`src/scc_pkg.sv`:
```
`default_nettype none
package scc_pkg;

    localparam int CoordW = 32;
    localparam int RadW   = 31;
    localparam int BncW   = 17;
    localparam int CntW   = 8;
    localparam int IdW    = 16;
    localparam int InDataW  = 80;
    localparam int OutDataW = 104;
    localparam int OutUserW = 2;
    localparam int AddrW    = 5;

    // Register index codes (byte address / 4)
    typedef enum logic [2:0] {
        REG_SEG_START_X = 3'd0,
        REG_SEG_START_Y = 3'd1,
        REG_SEG_END_X   = 3'd2,
        REG_SEG_END_Y   = 3'd3,
        REG_RADIUS      = 3'd4,
        REG_BOUNCE      = 3'd5,
        REG_LIMIT       = 3'd6,
        REG_UNUSED      = 3'd7
    } t_reg_idx;

    typedef struct packed {
        logic signed [CoordW-1:0] ax;
        logic signed [CoordW-1:0] ay;
        logic signed [CoordW-1:0] bx;
        logic signed [CoordW-1:0] by;
        logic [RadW-1:0]          radius;
        logic [BncW-1:0]          bounce;
        logic [CntW-1:0]          limit;
    } t_cfg;

    // Queued item: offsets from both segment ends, already saturated
    typedef struct packed {
        logic signed [CoordW-1:0] dx;
        logic signed [CoordW-1:0] dy;
        logic signed [CoordW-1:0] ex;
        logic signed [CoordW-1:0] ey;
        logic [IdW-1:0]           id;
        logic                     last;
    } t_item;

    typedef struct packed {
        logic  valid;
        t_item item;
    } t_queue_out;

    typedef enum logic [3:0] {
        S_IDLE,
        S_PROD,
        S_CLASS,
        S_DIV,
        S_NEAR,
        S_DSQ,
        S_SQRT,
        S_NSET,
        S_NORM,
        S_DONE
    } t_state;

    // Clamp to +/- (2^31 - 1)
    function automatic logic signed [CoordW-1:0] sat34(input logic signed [33:0] v);
        if (v > 34'sd2147483647) begin
            return 32'sh7FFFFFFF;
        end else if (v < -34'sd2147483647) begin
            return 32'sh80000001;
        end else begin
            return v[CoordW-1:0];
        end
    endfunction

    function automatic logic signed [CoordW-1:0] sat_sub(
        input logic signed [CoordW-1:0] a,
        input logic signed [CoordW-1:0] b
    );
        return sat34(34'(a) - 34'(b));
    endfunction

    // Magnitude of a saturated value, never above 2^31 - 1
    function automatic logic [CoordW-1:0] mag(input logic signed [CoordW-1:0] v);
        return v[CoordW-1] ? CoordW'(-v) : CoordW'(v);
    endfunction

endpackage
`default_nettype wire

```
`src/scc_regs.sv`:
```
`default_nettype none
module scc_regs (
    input  wire logic                        i_clk,
    input  wire logic                        i_rst_n,
    input  wire logic                        psel,
    input  wire logic                        penable,
    input  wire logic                        pwrite,
    input  wire logic [scc_pkg::AddrW-1:0]   paddr,
    input  wire logic [31:0]                 pwdata,
    output logic      [31:0]                 prdata,
    output logic                             pready,
    output scc_pkg::t_cfg                    o_cfg
);
    import scc_pkg::*;

    t_cfg     r_cfg;
    t_reg_idx w_idx;

    assign w_idx  = t_reg_idx'(paddr[AddrW-1:2]);
    assign pready = 1'b1;
    assign o_cfg  = r_cfg;

    // Register writes on the access phase
    always_ff @(posedge i_clk) begin
        if (!i_rst_n) begin
            r_cfg.ax     <= '0;
            r_cfg.ay     <= '0;
            r_cfg.bx     <= 32'sd65536;
            r_cfg.by     <= '0;
            r_cfg.radius <= 31'd65536;
            r_cfg.bounce <= 17'd65536;
            r_cfg.limit  <= 8'd255;
        end else if (psel && penable && pwrite) begin
            unique case (w_idx)
                REG_SEG_START_X: r_cfg.ax     <= pwdata;
                REG_SEG_START_Y: r_cfg.ay     <= pwdata;
                REG_SEG_END_X:   r_cfg.bx     <= pwdata;
                REG_SEG_END_Y:   r_cfg.by     <= pwdata;
                REG_RADIUS:      r_cfg.radius <= pwdata[RadW-1:0];
                REG_BOUNCE:      r_cfg.bounce <= pwdata[BncW-1:0];
                REG_LIMIT:       r_cfg.limit  <= pwdata[CntW-1:0];
                REG_UNUSED:      ;
            endcase
        end
    end

    // Read mux
    always_comb begin
        unique case (w_idx)
            REG_SEG_START_X: prdata = r_cfg.ax;
            REG_SEG_START_Y: prdata = r_cfg.ay;
            REG_SEG_END_X:   prdata = r_cfg.bx;
            REG_SEG_END_Y:   prdata = r_cfg.by;
            REG_RADIUS:      prdata = 32'(r_cfg.radius);
            REG_BOUNCE:      prdata = 32'(r_cfg.bounce);
            REG_LIMIT:       prdata = 32'(r_cfg.limit);
            REG_UNUSED:      prdata = '0;
        endcase
    end

endmodule
`default_nettype wire

```
`config.mk`:
```
export PLATFORM = sky130hd
export DESIGN_NAME = scc_regs
export DESIGN_NICKNAME = d
export VERILOG_FILES = /design/src/scc_pkg.sv /design/src/scc_regs.sv
export SDC_FILE = /design/constraint.sdc
export NUM_CORES = 1
export LEC_CHECK = 0
export ABC_AREA = 1
export BUFFER_PORTS_ARGS = -buffer_cell sky130_fd_sc_hd__buf_2
export CAP_MARGIN = 20
export CORE_MARGIN = 2
export CORE_UTILIZATION = 48
export CTS_BUF_LIST = sky130_fd_sc_hd__clkbuf_2 sky130_fd_sc_hd__clkbuf_4 sky130_fd_sc_hd__clkbuf_8
export DETAILED_ROUTE_END_ITERATION = 12
export MAX_ROUTING_LAYER = met4
export PLACE_DENSITY = 0.8
export SYNTH_ARGS = -nofsm -noshare
export SYNTH_HDL_FRONTEND = slang
export SYNTH_SLANG_ARGS = --single-unit
```
`constraint.sdc`:
```
create_clock -name i_clk -period 1.2 [get_ports i_clk]
set_input_delay 0.12 -clock i_clk [delete_from_list [all_inputs] [get_ports i_clk]]
set_output_delay 0.12 -clock i_clk [all_outputs]
set_load 0.02 [all_outputs]
```
# Word level (Yosys, flattened, before mapping)
# Cells that the tools add are included.
dict set report classes {
  eq_ne 7
  n_mux 1
  n_reduce_logical 10
}
# cell count
set ops {}
lappend ops {{$pmux 32 s8} 1}
lappend ops {{$reduce_and 2->1} 7}
lappend ops {{$eq 3x3->1 const B} 4}
lappend ops {{$eq 3x2->1 const B} 2}
lappend ops {{$eq 3x1->1 const B} 1}
lappend ops {{$logic_not 3->1} 1}
lappend ops {{$logic_and 1x1->1} 2}
dict set report totals {
  elab_cells 25
  inputBits 42
  register_bits 184
  output_inout_bits 217
}

# Depth between registers and ports, before layout
dict set report logic_depth {
  word_depth 3
  depth_mapped 9
  ltp_nobuf 7
}

# Worst setup path after synthesis
# No wires, ideal clock.
dict set report synth_timing {
  kind {input port to output port}
  start {input paddr[2] in the netlist's numbering}
  end {output prdata[10]}
  arrival_ps 1118
  slack_ps -38
  path_stages 7
  n_path_buf 2
  required_time_ps 1080
  cell_sequence {buf_2 -> nor2_4 -> buf_1 -> nand3_1 -> o21ai_0 -> inv_1 -> nand3_1}
}
dict set report synth_via {
  elab_chain_len 2
  elab_cells_between_ends 9
  cone_classes {7 x eq/ne; 1 x mux; 1 x reduce/logical}
}
# item line_no
set synth_rtl {}
lappend synth_rtl {{from (decl)} scc_regs.sv:8} ;# input wire logic [scc_pkg::AddrW-1:0] paddr,
lappend synth_rtl {{$eq 3x3->1 (tied with other cells)} scc_regs.sv:49} ;# unique case (w_idx)
lappend synth_rtl {{$pmux 32 s8 *} scc_regs.sv:49}
lappend synth_rtl {{to (decl)} scc_regs.sv:10} ;# output logic [31:0] prdata,
# Mark *: on every way between the ends. The rest lies on a longest branch, timed or not.

# Worst setup path after layout
dict set report layout_timing {
  start {register r_cfg (netlist bit o_cfg[100])}
  end {output prdata[12]}
}
dict set report layout_via {
  elab_chain_len 1
}
# item line_no
set layout_rtl {}
lappend layout_rtl {{from (decl)} scc_regs.sv:16} ;# t_cfg r_cfg;
lappend layout_rtl {{$pmux 32 s8} scc_regs.sv:49}
# Every way passes these cells.

==> flow_metrics.env <==
export IMPL_status="finished with violations"
export IMPL_failed_checks="negative setup slack"
export IMPL_synthCells=1292
export IMPL_globalplace_congestion=0.966
export IMPL_drt_wirelength_per_cell_microns=18.9
export IMPL_timing_critical_path_arrival_ns=1.47
export IMPL_cts_root_buf="clkbuf_8"
export IMPL_finish_utilization=0.744
export IMPL_cts_buffer_depth=2
export IMPL_min_period_ns=1.59
export IMPL_skew_ns=0
export IMPL_grt_pass1_wl_microns=50600
export IMPL_syn_area_per_cell_sq_um=6.58
export IMPL_hold_ws_ns=0.111
export IMPL_vdd_drop_max_uv=779
export IMPL_crit_fanout=2
export IMPL_endpoint_kind="output pin"
export IMPL_layout_drive_gt1_share=0.398
export IMPL_fp_dieW_microns=137
export IMPL_regArea_sq_mm=0.00383
export IMPL_syn_to_final_growth_pct=51.5
export IMPL_largest_register_ffs=184
export IMPL_grt_pass1_vias=9339
export IMPL_die_h_microns=137
export IMPL_rsz0062_at_grt="true"
export IMPL_cts_tree="built"
export IMPL_ys_top_cells_by_area="dfxtp_1 (43%), nor2_1 (15%), nand2_1 (11%)"
export IMPL_leakagePower_nw=6.22
export IMPL_worstSkewPairLatency_ns=0.49
export IMPL_crit_type="register to output pin"
export IMPL_first_pass_iters=7
export IMPL_cts_reportedPaths_clkPinSlew_ns=0.09
export IMPL_multi_input_area_sq_mm=0.00442
export IMPL_numCtsBuffers=17
export IMPL_ys_warn_count=0
export IMPL_cp_required_ns=1.08
export IMPL_pre_cts_ws_ns=-0.334
export IMPL_fmax_mhz=629
export IMPL_final_cell_mix="nor2_1 (319), nand2_1 (221), buf_2 (153)"
export IMPL_grt_start_max_net_pins=57
export IMPL_slew_viol_final=0
export IMPL_yosys_register_bits=184
export IMPL_numPortBuffers=255
export IMPL_ys_types=23
export IMPL_drtIter0Drc=1478
export IMPL_synth_top_area_frac=0.434
export IMPL_synthesis_nets=1334
export IMPL_start_util=0.491
export IMPL_post_drt_via_cell_ratio=5.71
export IMPL_cts_htree_levels=4
export IMPL_pin_count=259
export IMPL_drc_errors=0
export IMPL_final_common_cell="nor2_1"
export IMPL_dpl_cell_area_sq_mm=0.0105
export IMPL_vias=10700
export IMPL_startpoint_type="register"
export IMPL_placementRows=48
export IMPL_drtAntennaViolNets=0
export IMPL_overflow=0
export IMPL_ys_seq_area_frac=0.434
export IMPL_antenna_found_initial=1
export IMPL_die_area_sq_mm=0.0188
export IMPL_final_area_sq_mm=0.0129
export IMPL_max_cap_viol_count=0
export IMPL_hp_class="input pin to register"
export IMPL_routed_wirelength_microns=35400
export IMPL_cts_sinks=184
export IMPL_yosys_area_top_type="dfxtp_1"
export IMPL_core_area_sq_mm=0.0173
export IMPL_track_usage=0.360
export IMPL_final_setup_viol_count=37
export IMPL_netlist_area_sq_mm=0.00850
export IMPL_power_density_mw_per_mm2=922
export IMPL_n_fill_cell=1253
export IMPL_finalCritPeriodShare=1.32
export IMPL_finalWorstSetupSlack_ns=-0.390
export IMPL_hold_viol_final=0
export IMPL_hpwl_microns=22600
export IMPL_nNetsFinal=1676
-- synthesized netlist by cell type --
cell type	instances
buf_1	7
buf_2	41
buf_4	4
clkbuf_1	41
clkbuf_2	1
conb_1	1
dfxtp_1	184
inv_1	92
inv_2	4
inv_4	1
nand2_1	240
nand2_2	1
nand3_1	52
nand3_2	1
nand3_4	3
nand4_1	58
nor2_1	347
nor2_2	2
nor2_4	5
nor3_1	64
o211ai_1	9
o21ai_0	122
o21ai_1	12
-- critical path, cell delays in order (launching register included) --
cell     delay (ns)
dfxtp_2        0.34
nand4_1        0.10
nand2_1        0.07
nor2_1         0.11
buf_4          0.16
nand3_4        0.07
buf_6          0.13
-- metal layers --
layer | wire, microns | global-route usage | vias up | share of wire
li1 | - | - | 4802 | -
met1 | 14100 | 0.484 | 4890 | 0.40
met2 | 15400 | 0.503 | 820 | 0.43
met3 | 4150 | 0.0941 | 174 | 0.12
met4 | 1750 | 0.167 | 0 | 0.049
met5 | 0 | - | - | 0
-- area by class of cell --
cell class                      instances  area share
Tap cell                              225      0.0219
Sequential cell                       184       0.298
Clock inverter                          9     0.00535
Timing Repair Buffer                  417       0.279
Antenna cell                            1    0.000194
Multi-Input combinational cell        917       0.344
Clock buffer                           23      0.0236
Inverter                               97      0.0287
-- metrics by stage --
stage,TNS (ns),cells,total power [W]
finish,-8.76,1873,0.0119
global route,-10.75,1873,0.0121
global placement,-14.80,1748,0.00760
CTS,-7.94,1861,0.0117
detailed placement,-22.07,1748,0.00762
floorplan,-0.0124,1292,0.00704
-- kinds of logic (layout without fill, tap and decap cells) --
group,after synthesis,count (layout),share of synthesized area
AO/OA/AOI/OAI,143,143,0.0869
buffers and inverters,191,546,0.0926
flip-flops,184,184,0.434
other,1,2,0.000441
AND/OR/NAND/NOR,773,773,0.387
-- report_power, final --
group / switching [W] / leakage (nW) / total [W] / internal (W)
Clock: 0.00235 / 0.189 / 0.00406 / 0.00171
Combinational: 0.000974 / 4.49 / 0.00155 / 0.000576
Sequential: 0.0000712 / 1.54 / 0.00626 / 0.00619
-- worst paths after layout --
path	start	to	slack, ns	cells after the start
max	o_cfg[100]	prdata[12]	-0.39	6
min	paddr[3]	o_cfg[104]	0.11	4
max reg2reg	o_cfg[45]	o_cfg[45]	0.33	3
min reg2reg	o_cfg[41]	o_cfg[41]	0.50	2
-- timing repair --
action	in CTS	in global routing
hold endpoints to repair	82	0
hold buffers	33	0
setup buffers	48	22
gates resized for setup	301	176
endpoints found under the setup margin	39	114
pin swaps	71	55
Note: power is estimated with default switching activity, not from simulation.
