### src/scc_pkg.sv
`default_nettype none
package scc_pkg;

    localparam int CoordW = 32;
    localparam int RadW   = 31;
    localparam int BncW   = 17;
    localparam int CntW   = 8;
    localparam int IdW    = 16;
    localparam int InDataW  = 80;
    localparam int OutDataW = 104;
    localparam int OutUserW = 2;
    localparam int AddrW    = 5;

    // Register index codes (byte address / 4)
    typedef enum logic [2:0] {
        REG_SEG_START_X = 3'd0,
        REG_SEG_START_Y = 3'd1,
        REG_SEG_END_X   = 3'd2,
        REG_SEG_END_Y   = 3'd3,
        REG_RADIUS      = 3'd4,
        REG_BOUNCE      = 3'd5,
        REG_LIMIT       = 3'd6,
        REG_UNUSED      = 3'd7
    } t_reg_idx;

    typedef struct packed {
        logic signed [CoordW-1:0] ax;
        logic signed [CoordW-1:0] ay;
        logic signed [CoordW-1:0] bx;
        logic signed [CoordW-1:0] by;
        logic [RadW-1:0]          radius;
        logic [BncW-1:0]          bounce;
        logic [CntW-1:0]          limit;
    } t_cfg;

    // Queued item: offsets from both segment ends, already saturated
    typedef struct packed {
        logic signed [CoordW-1:0] dx;
        logic signed [CoordW-1:0] dy;
        logic signed [CoordW-1:0] ex;
        logic signed [CoordW-1:0] ey;
        logic [IdW-1:0]           id;
        logic                     last;
    } t_item;

    typedef struct packed {
        logic  valid;
        t_item item;
    } t_queue_out;

    typedef enum logic [3:0] {
        S_IDLE,
        S_PROD,
        S_CLASS,
        S_DIV,
        S_NEAR,
        S_DSQ,
        S_SQRT,
        S_NSET,
        S_NORM,
        S_DONE
    } t_state;

    // Clamp to +/- (2^31 - 1)
    function automatic logic signed [CoordW-1:0] sat34(input logic signed [33:0] v);
        if (v > 34'sd2147483647) begin
            return 32'sh7FFFFFFF;
        end else if (v < -34'sd2147483647) begin
            return 32'sh80000001;
        end else begin
            return v[CoordW-1:0];
        end
    endfunction

    function automatic logic signed [CoordW-1:0] sat_sub(
        input logic signed [CoordW-1:0] a,
        input logic signed [CoordW-1:0] b
    );
        return sat34(34'(a) - 34'(b));
    endfunction

    // Magnitude of a saturated value, never above 2^31 - 1
    function automatic logic [CoordW-1:0] mag(input logic signed [CoordW-1:0] v);
        return v[CoordW-1] ? CoordW'(-v) : CoordW'(v);
    endfunction

endpackage
`default_nettype wire

### src/scc_front.sv
`default_nettype none
module scc_front (
    input  wire logic                          i_clk,
    input  wire logic                          i_rst_n,
    input  scc_pkg::t_cfg                      i_cfg,
    input  wire logic                          i_s_tvalid,
    output logic                               o_s_tready,
    input  wire logic [scc_pkg::InDataW-1:0]   i_s_tdata,
    input  wire logic                          i_s_tlast,
    input  wire logic                          i_pop,
    output scc_pkg::t_queue_out                o_q
);
    import scc_pkg::*;

    t_item      r_mem [2];
    logic       r_wp;
    logic       r_rp;
    logic [1:0] r_cnt;
    t_item      w_new;
    logic       w_push;
    logic       w_pop;
    logic signed [CoordW-1:0] w_cx;
    logic signed [CoordW-1:0] w_cy;

    assign w_cx = i_s_tdata[31:0];
    assign w_cy = i_s_tdata[63:32];

    // Offsets from both segment ends
    always_comb begin
        w_new.dx   = sat_sub(w_cx, i_cfg.ax);
        w_new.dy   = sat_sub(w_cy, i_cfg.ay);
        w_new.ex   = sat_sub(w_cx, i_cfg.bx);
        w_new.ey   = sat_sub(w_cy, i_cfg.by);
        w_new.id   = i_s_tdata[79:64];
        w_new.last = i_s_tlast;
    end

    assign o_s_tready = (r_cnt != 2'd2);
    assign w_push     = i_s_tvalid && o_s_tready;
    assign w_pop      = i_pop && (r_cnt != 2'd0);
    assign o_q.valid  = (r_cnt != 2'd0);
    assign o_q.item   = r_mem[r_rp];

    // Two-entry queue storage
    always_ff @(posedge i_clk) begin
        if (w_push) begin
            r_mem[r_wp] <= w_new;
        end
    end

    // Queue pointers
    always_ff @(posedge i_clk) begin
        if (!i_rst_n) begin
            r_wp  <= 1'b0;
            r_rp  <= 1'b0;
            r_cnt <= 2'd0;
        end else begin
            if (w_push) r_wp <= ~r_wp;
            if (w_pop)  r_rp <= ~r_rp;
            r_cnt <= r_cnt + 2'(w_push) - 2'(w_pop);
        end
    end

endmodule
`default_nettype wire

### config.mk
export PLATFORM = sky130hd
export DESIGN_NAME = scc_front
export DESIGN_NICKNAME = d
export VERILOG_FILES = /design/src/scc_pkg.sv /design/src/scc_front.sv
export SDC_FILE = /design/constraint.sdc
export NUM_CORES = 1
export LEC_CHECK = 0
export ABC_AREA = 0
export BUFFER_PORTS_ARGS = -buffer_cell sky130_fd_sc_hd__buf_2
export CAP_MARGIN = 0
export CORE_UTILIZATION = 35
export CTS_BUF_LIST = sky130_fd_sc_hd__clkbuf_16
export CTS_CLUSTER_DIAMETER = 100
export CTS_CLUSTER_SIZE = 20
export DETAILED_ROUTE_END_ITERATION = 7
export SLEW_MARGIN = 20
export SYNTH_ARGS = -nofsm -noshare
export SYNTH_HDL_FRONTEND = slang
export SYNTH_SLANG_ARGS = --single-unit
### constraint.sdc
create_clock -name i_clk -period 7.2 [get_ports i_clk]
set_clock_uncertainty 0.05 [all_clocks]
set_input_delay 0.36 -clock i_clk [delete_from_list [all_inputs] [get_ports i_clk]]
set_output_delay 0.36 -clock i_clk [all_outputs]
set_load 0.01 [all_outputs]
After elaboration in Yosys (flattened, before gate mapping)
Memory sizes are Yosys's and may differ from the RTL's. A register that Yosys moved wholly into a read port is not among the register bits.
Cells that the tools add are included.

cells by class
  $add $sub $neg = 6
  multiply operators = 0
  div/mod/pow operators = 0
  magnitude comparators = 8
  eq/ne operators = 1
  shift operators = 0
  mux-type cells = 12
  bitwise gates (word level) = 2
  reduce and logical (&&, ||, !) cells = 3

operators by type and width
  cell                    number
  $mux W32                8
  $gt A33 B32 Y1 const B  4
  $lt A33 B32 Y1 const B  4
  $sub A32 B32 Y33        4
  $mux W1                 4
  $add A2 B1 Y2           1
  $logic_and A1 B1 Y1     2
  $ne A2 B2 Y1 const B    1
  $not A1 Y1              2
  $reduce_bool A2 Y1      1
  $sub A2 B1 Y2           1

word-level totals
  register bits after elaboration = 4
  latch bits = 0
  RAM bits = 290
  bits in read-only memories = 0
  input port bits = 269
  word-level logic and storage cells = 36
  memories kept = 1

memories
  name   words  width  rd ports  clocked after Yosys merged registers in  wr ports  RTL line         RTL
  r_mem  2      145    1         1                                        1         scc_front.sv:15  t_item r_mem [2];

Depth between registers and ports, before layout
  word-level depth = 4
  mapped depth = 15
  depth with buffers taken out = 14

Least setup slack after synthesis
No wires, ideal clock.

  kind = register to register
  start point = reg r_cnt[0]
  end point = mem r_mem[0][0] in the netlist's numbering, enable pin
  setup time = 0.652 ns
  data arrival time = 6.659 ns
  required time = 6.498 ns
  path slack = -0.162 ns
  cell stages (with the launch flop) = 4
  buffers on the path = 0
  period minus slack after synthesis = 7.362 ns
  cells stage by stage = dfxtp_1 nand2b_1 nand2_1 nor2_1

on the way
  longest elaborated chain between the ends = 4

RTL lines
  item                           RTL line         RTL
  from (decl)                    scc_front.sv:18  logic [1:0] r_cnt;
  from (signal assigned)         scc_front.sv:60  r_cnt <= r_cnt + 2'(w_push) - 2'(w_pop);
  $ne A2 B2 Y1                   scc_front.sv:38  assign o_s_tready = (r_cnt != 2'd2);
  net o_s_tready                 scc_front.sv:7   output logic o_s_tready,
  $logic_and A1 B1 Y1            scc_front.sv:39  assign w_push = i_s_tvalid && o_s_tready;
  $mux W1                        scc_front.sv:46  if (w_push) begin
  $mux W1 (implied by the code)  scc_front.sv:47  r_mem[r_wp] <= w_new;
  to (decl)                      scc_front.sv:15

The timed path passes the listed nets, and every way through them passes these cells.

==> impl_metrics.py <==
metrics = {
    "clock_network": {
        "numCtsBuffers": 19,
        "cts_hold_buf": 17,
        "cts_root_buf": "clkbuf_16",
        "clock_path_buffers": 3,
        "h-tree-depth": 1,
        "post_cts_resized": 0,
        "cts_setup_buffers": 0,
        "cts_tree": "yes",
        "clock_latency_ns": 0.51,
        "cts.sinks": 295,
        "clkSlewWorstSetupHoldPaths_ns": 0.09,
    },
    "cells_and_area": {
        "final_layout_size_suffix_gt1_share_pct": 25.74,
        "final.fill_count": 5468,
        "layout.nets": 2614,
        "syn_to_final_growth_pct": 16.65,
        "final_area_mm2": 0.02335,
        "n_antenna_cell": 0,
        "register_area_mm2": 0.008812,
        "multiInputGateArea_mm2": 0.01039,
        "final_cells": 2974,
    },
    "placed_design": {
        "dpl.hpwl_um": 48990,
        "postPlaceCellArea_mm2": 0.02264,
        "port-buffer-count": 359,
        "gp_congestion": 0.9600,
        "place_inst": 2929,
    },
    "sta": {
        "fmax_mhz": 245.0,
        "worstMarginPinSlew_ns": 1.067,
        "holdWs_ns": 0.05425,
        "relSlewSlack_pct": 28.87,
        "fin_crit_ns": 4.082,
        "slew_viol_final": 0,
        "tns_ns": 0,
        "rsz0062_at_grt": "false",
        "fin_crit_sh_pct": 56.70,
        "hold_violations": 0,
        "setup_violations": 0,
    },
    "grt": {
        "antenna_found_initial": 4,
        "grt_usage_pct": 20.61,
        "grt_pass1_wl_um": 91530,
        "grt_start_max_net_pins": 114,
        "grt_pass1_vias": 15770,
        "grt_overflow": 0,
    },
    "floorplan": {
        "core_area_mm2": 0.05650,
        "io_pins": 416,
        "die_w_um": 241.1,
        "design.die.area_mm2": 0.05815,
        "die_h_um": 241.1,
        "start_util_pct": 35.43,
        "rows": 87,
    },
    "worst_setup_path": {
        "cp_common_cell": "o221ai_1",
        "critPathBufInv": 2,
        "critical_path_class": "input port to flop",
        "endpoint_kind": "flop",
        "arrival_ns": 4.36,
        "worstPathRequired_ns": 7.48,
        "startpoint_type": "input port",
        "worstPathMaxFanout": 21,
        "reg2reg_slack_ns": 4.55,
        "crit_family": "compound AO/OA/AOI/OAI gates",
        "crit_slowest_cell": "o211a_1",
        "cp_cell_sequence": "buf_2 > inv_1 > ha_1 > fa_1 > nor2b_1 > o31a_1 > o221ai_1 > o21a_1 > o221ai_1 > a31o_1 > o211a_1 > nand2_1 > a21oi_1",
        "max_stage_delay_ns": 0.60,
    },
    "yosys": {
        "syn_area_per_cell_um2": 10.66,
        "seq_area_frac_synth_pct": 44.01,
        "ys_ff_latch": 295,
        "synthTopCellsByArea": "edfxtp_1 (44%), mux2_2 (8.2%), ha_1 (8.1%)",
        "netlist_area_mm2": 0.02002,
        "yosys.area.top_type_share_pct": 43.51,
        "synth_edf_count": 290,
        "synthesis.nets": 2280,
        "synth_area_leader_cell": "edfxtp_1",
        "synth_flop_cell": "edfxtp_1",
        "synthCells": 1877,
        "synth_cell_types": 90,
        "async_flop_share_pct": 0,
        "yosys_warnings": 0,
    },
    "power": {
        "leakage_nw": 9.429,
        "powerDensity_mw_per_mm2": 251.7,
        "finalPower_w": 0.005877,
        "ir_drop_mv": 0.1770,
    },
    "drt": {
        "post_drt_wl_per_cell_um": 20.81,
        "final_antenna_net_count": 0,
        "via_count": 16130,
        "viasPerCell": 5.423,
        "drtIter0Drc": 892,
        "routed_wl_um": 61900,
        "drtPass1Iterations": 5,
        "drcViolationCount": 0,
    },
    "hold_path": {
        "hp-class": "input port to flop",
    },
    "outcome": {
        "outcome": "complete, no violations",
    },
    "run": {
        "max-cap-violations": 0,
    },
}
==> stage by stage <==
stage	worst slack, ns	util, %
global route	2.799	41.33
CTS	2.847	41.32
detailed placement	2.297	40.07
floorplan	2.299	-
finish	3.118	41.33
global placement	2.464	40.07
==> cell usage in the layout (no fill, tap or decap), types with 8 or more instances in the layout <==
cell type      synthesis  layout
ha_1                 130     130
nand2b_1              16      16
o21ai_0               65      65
and3_1                16      15
a21oi_1              130     130
edfxtp_1             290     290
xor2_1                38      38
a21o_1                62      62
clkbuf_16              0      19
nor2b_1               19      19
xnor2_1               53      51
a211oi_1              14      14
maj3_1                91      91
o31ai_1                9       9
o21a_1                25      25
and2_1                17      17
inv_1                159     165
dlygate4sd3_1          0      17
nand2_1              116     116
buf_2                  5     359
o211ai_1               9       9
nor2_1                90      88
o21bai_1              16      16
or3_1                 15      15
mux2_2               146     146
o21ai_1               13      13
a31oi_1               18      18
nor4_1                12      12
nand3_1               30      30
o31a_1                 8       8
nor3_1                29      29
nand4_1               26      26
==> logic make-up after synthesis <==
group	Yosys count	share of synthesized area, %
AO/OA/AOI/OAI	456	15.22
XOR/XNOR	91	3.982
multiplexers	151	8.464
AND/OR/NAND/NOR	427	10.79
buffers and inverters	232	4.457
adder cells (fa/ha/maj)	225	13.08
flip-flops	295	44.01
==> final timing paths <==
kind                        from                 endpoint  cells past startpoint
max                i_s_tdata[32]   r_mem[0][37]$_DFFE_PP_                     13
min                      i_rst_n        r_wp$_SDFFE_PN0P_                      2
max reg2reg  r_cnt[0]$_SDFF_PN0_  r_mem[0][126]$_DFFE_PP_                      4
min reg2reg    r_rp$_SDFFE_PN0P_                     flop                      2
==> power breakdown <==
group	switching [W]	internal, W
combinational	0.00143	0.00100
clock	0.000563	0.000487
sequential	0.0000814	0.00231
total	0.00208	0.00380
==> flip-flops by register name, indices dropped and copies added, names as in the netlist, named ones only <==
signal and cells:
r_rp 1, r_wp 1, r_mem 290, r_cnt 2
==> cell type report <==
class | instances | area share [%]
multi-input combinational | 1350 | 44.50
sequential | 295 | 37.74
timing repair buffer | 385 | 8.821
tap | 756 | 4.051
inverter | 160 | 2.572
clock buffer | 19 | 2.036
clock inverter | 9 | 0.2733
==> layer usage <==
metal	wire [um]	track usage, %	share of wire (%)	vias up
met1	26200	26.07	42	7792
li1	-	-	-	7676
met2	30560	36.45	49	566
met3	3288	2.482	5.3	90
met5	22	0	0.036	-
met4	1831	6.425	3.0	4
==> cell usage after synthesis, types with 53 or more instances <==
library cell  instances
mux2_2              146
nand2_1             116
a21o_1               62
clkbuf_1             63
xnor2_1              53
edfxtp_1            290
ha_1                130
o21ai_0              65
a21oi_1             130
inv_1               159
maj3_1               91
nor2_1               90
(Power assumes the default switching activity.)
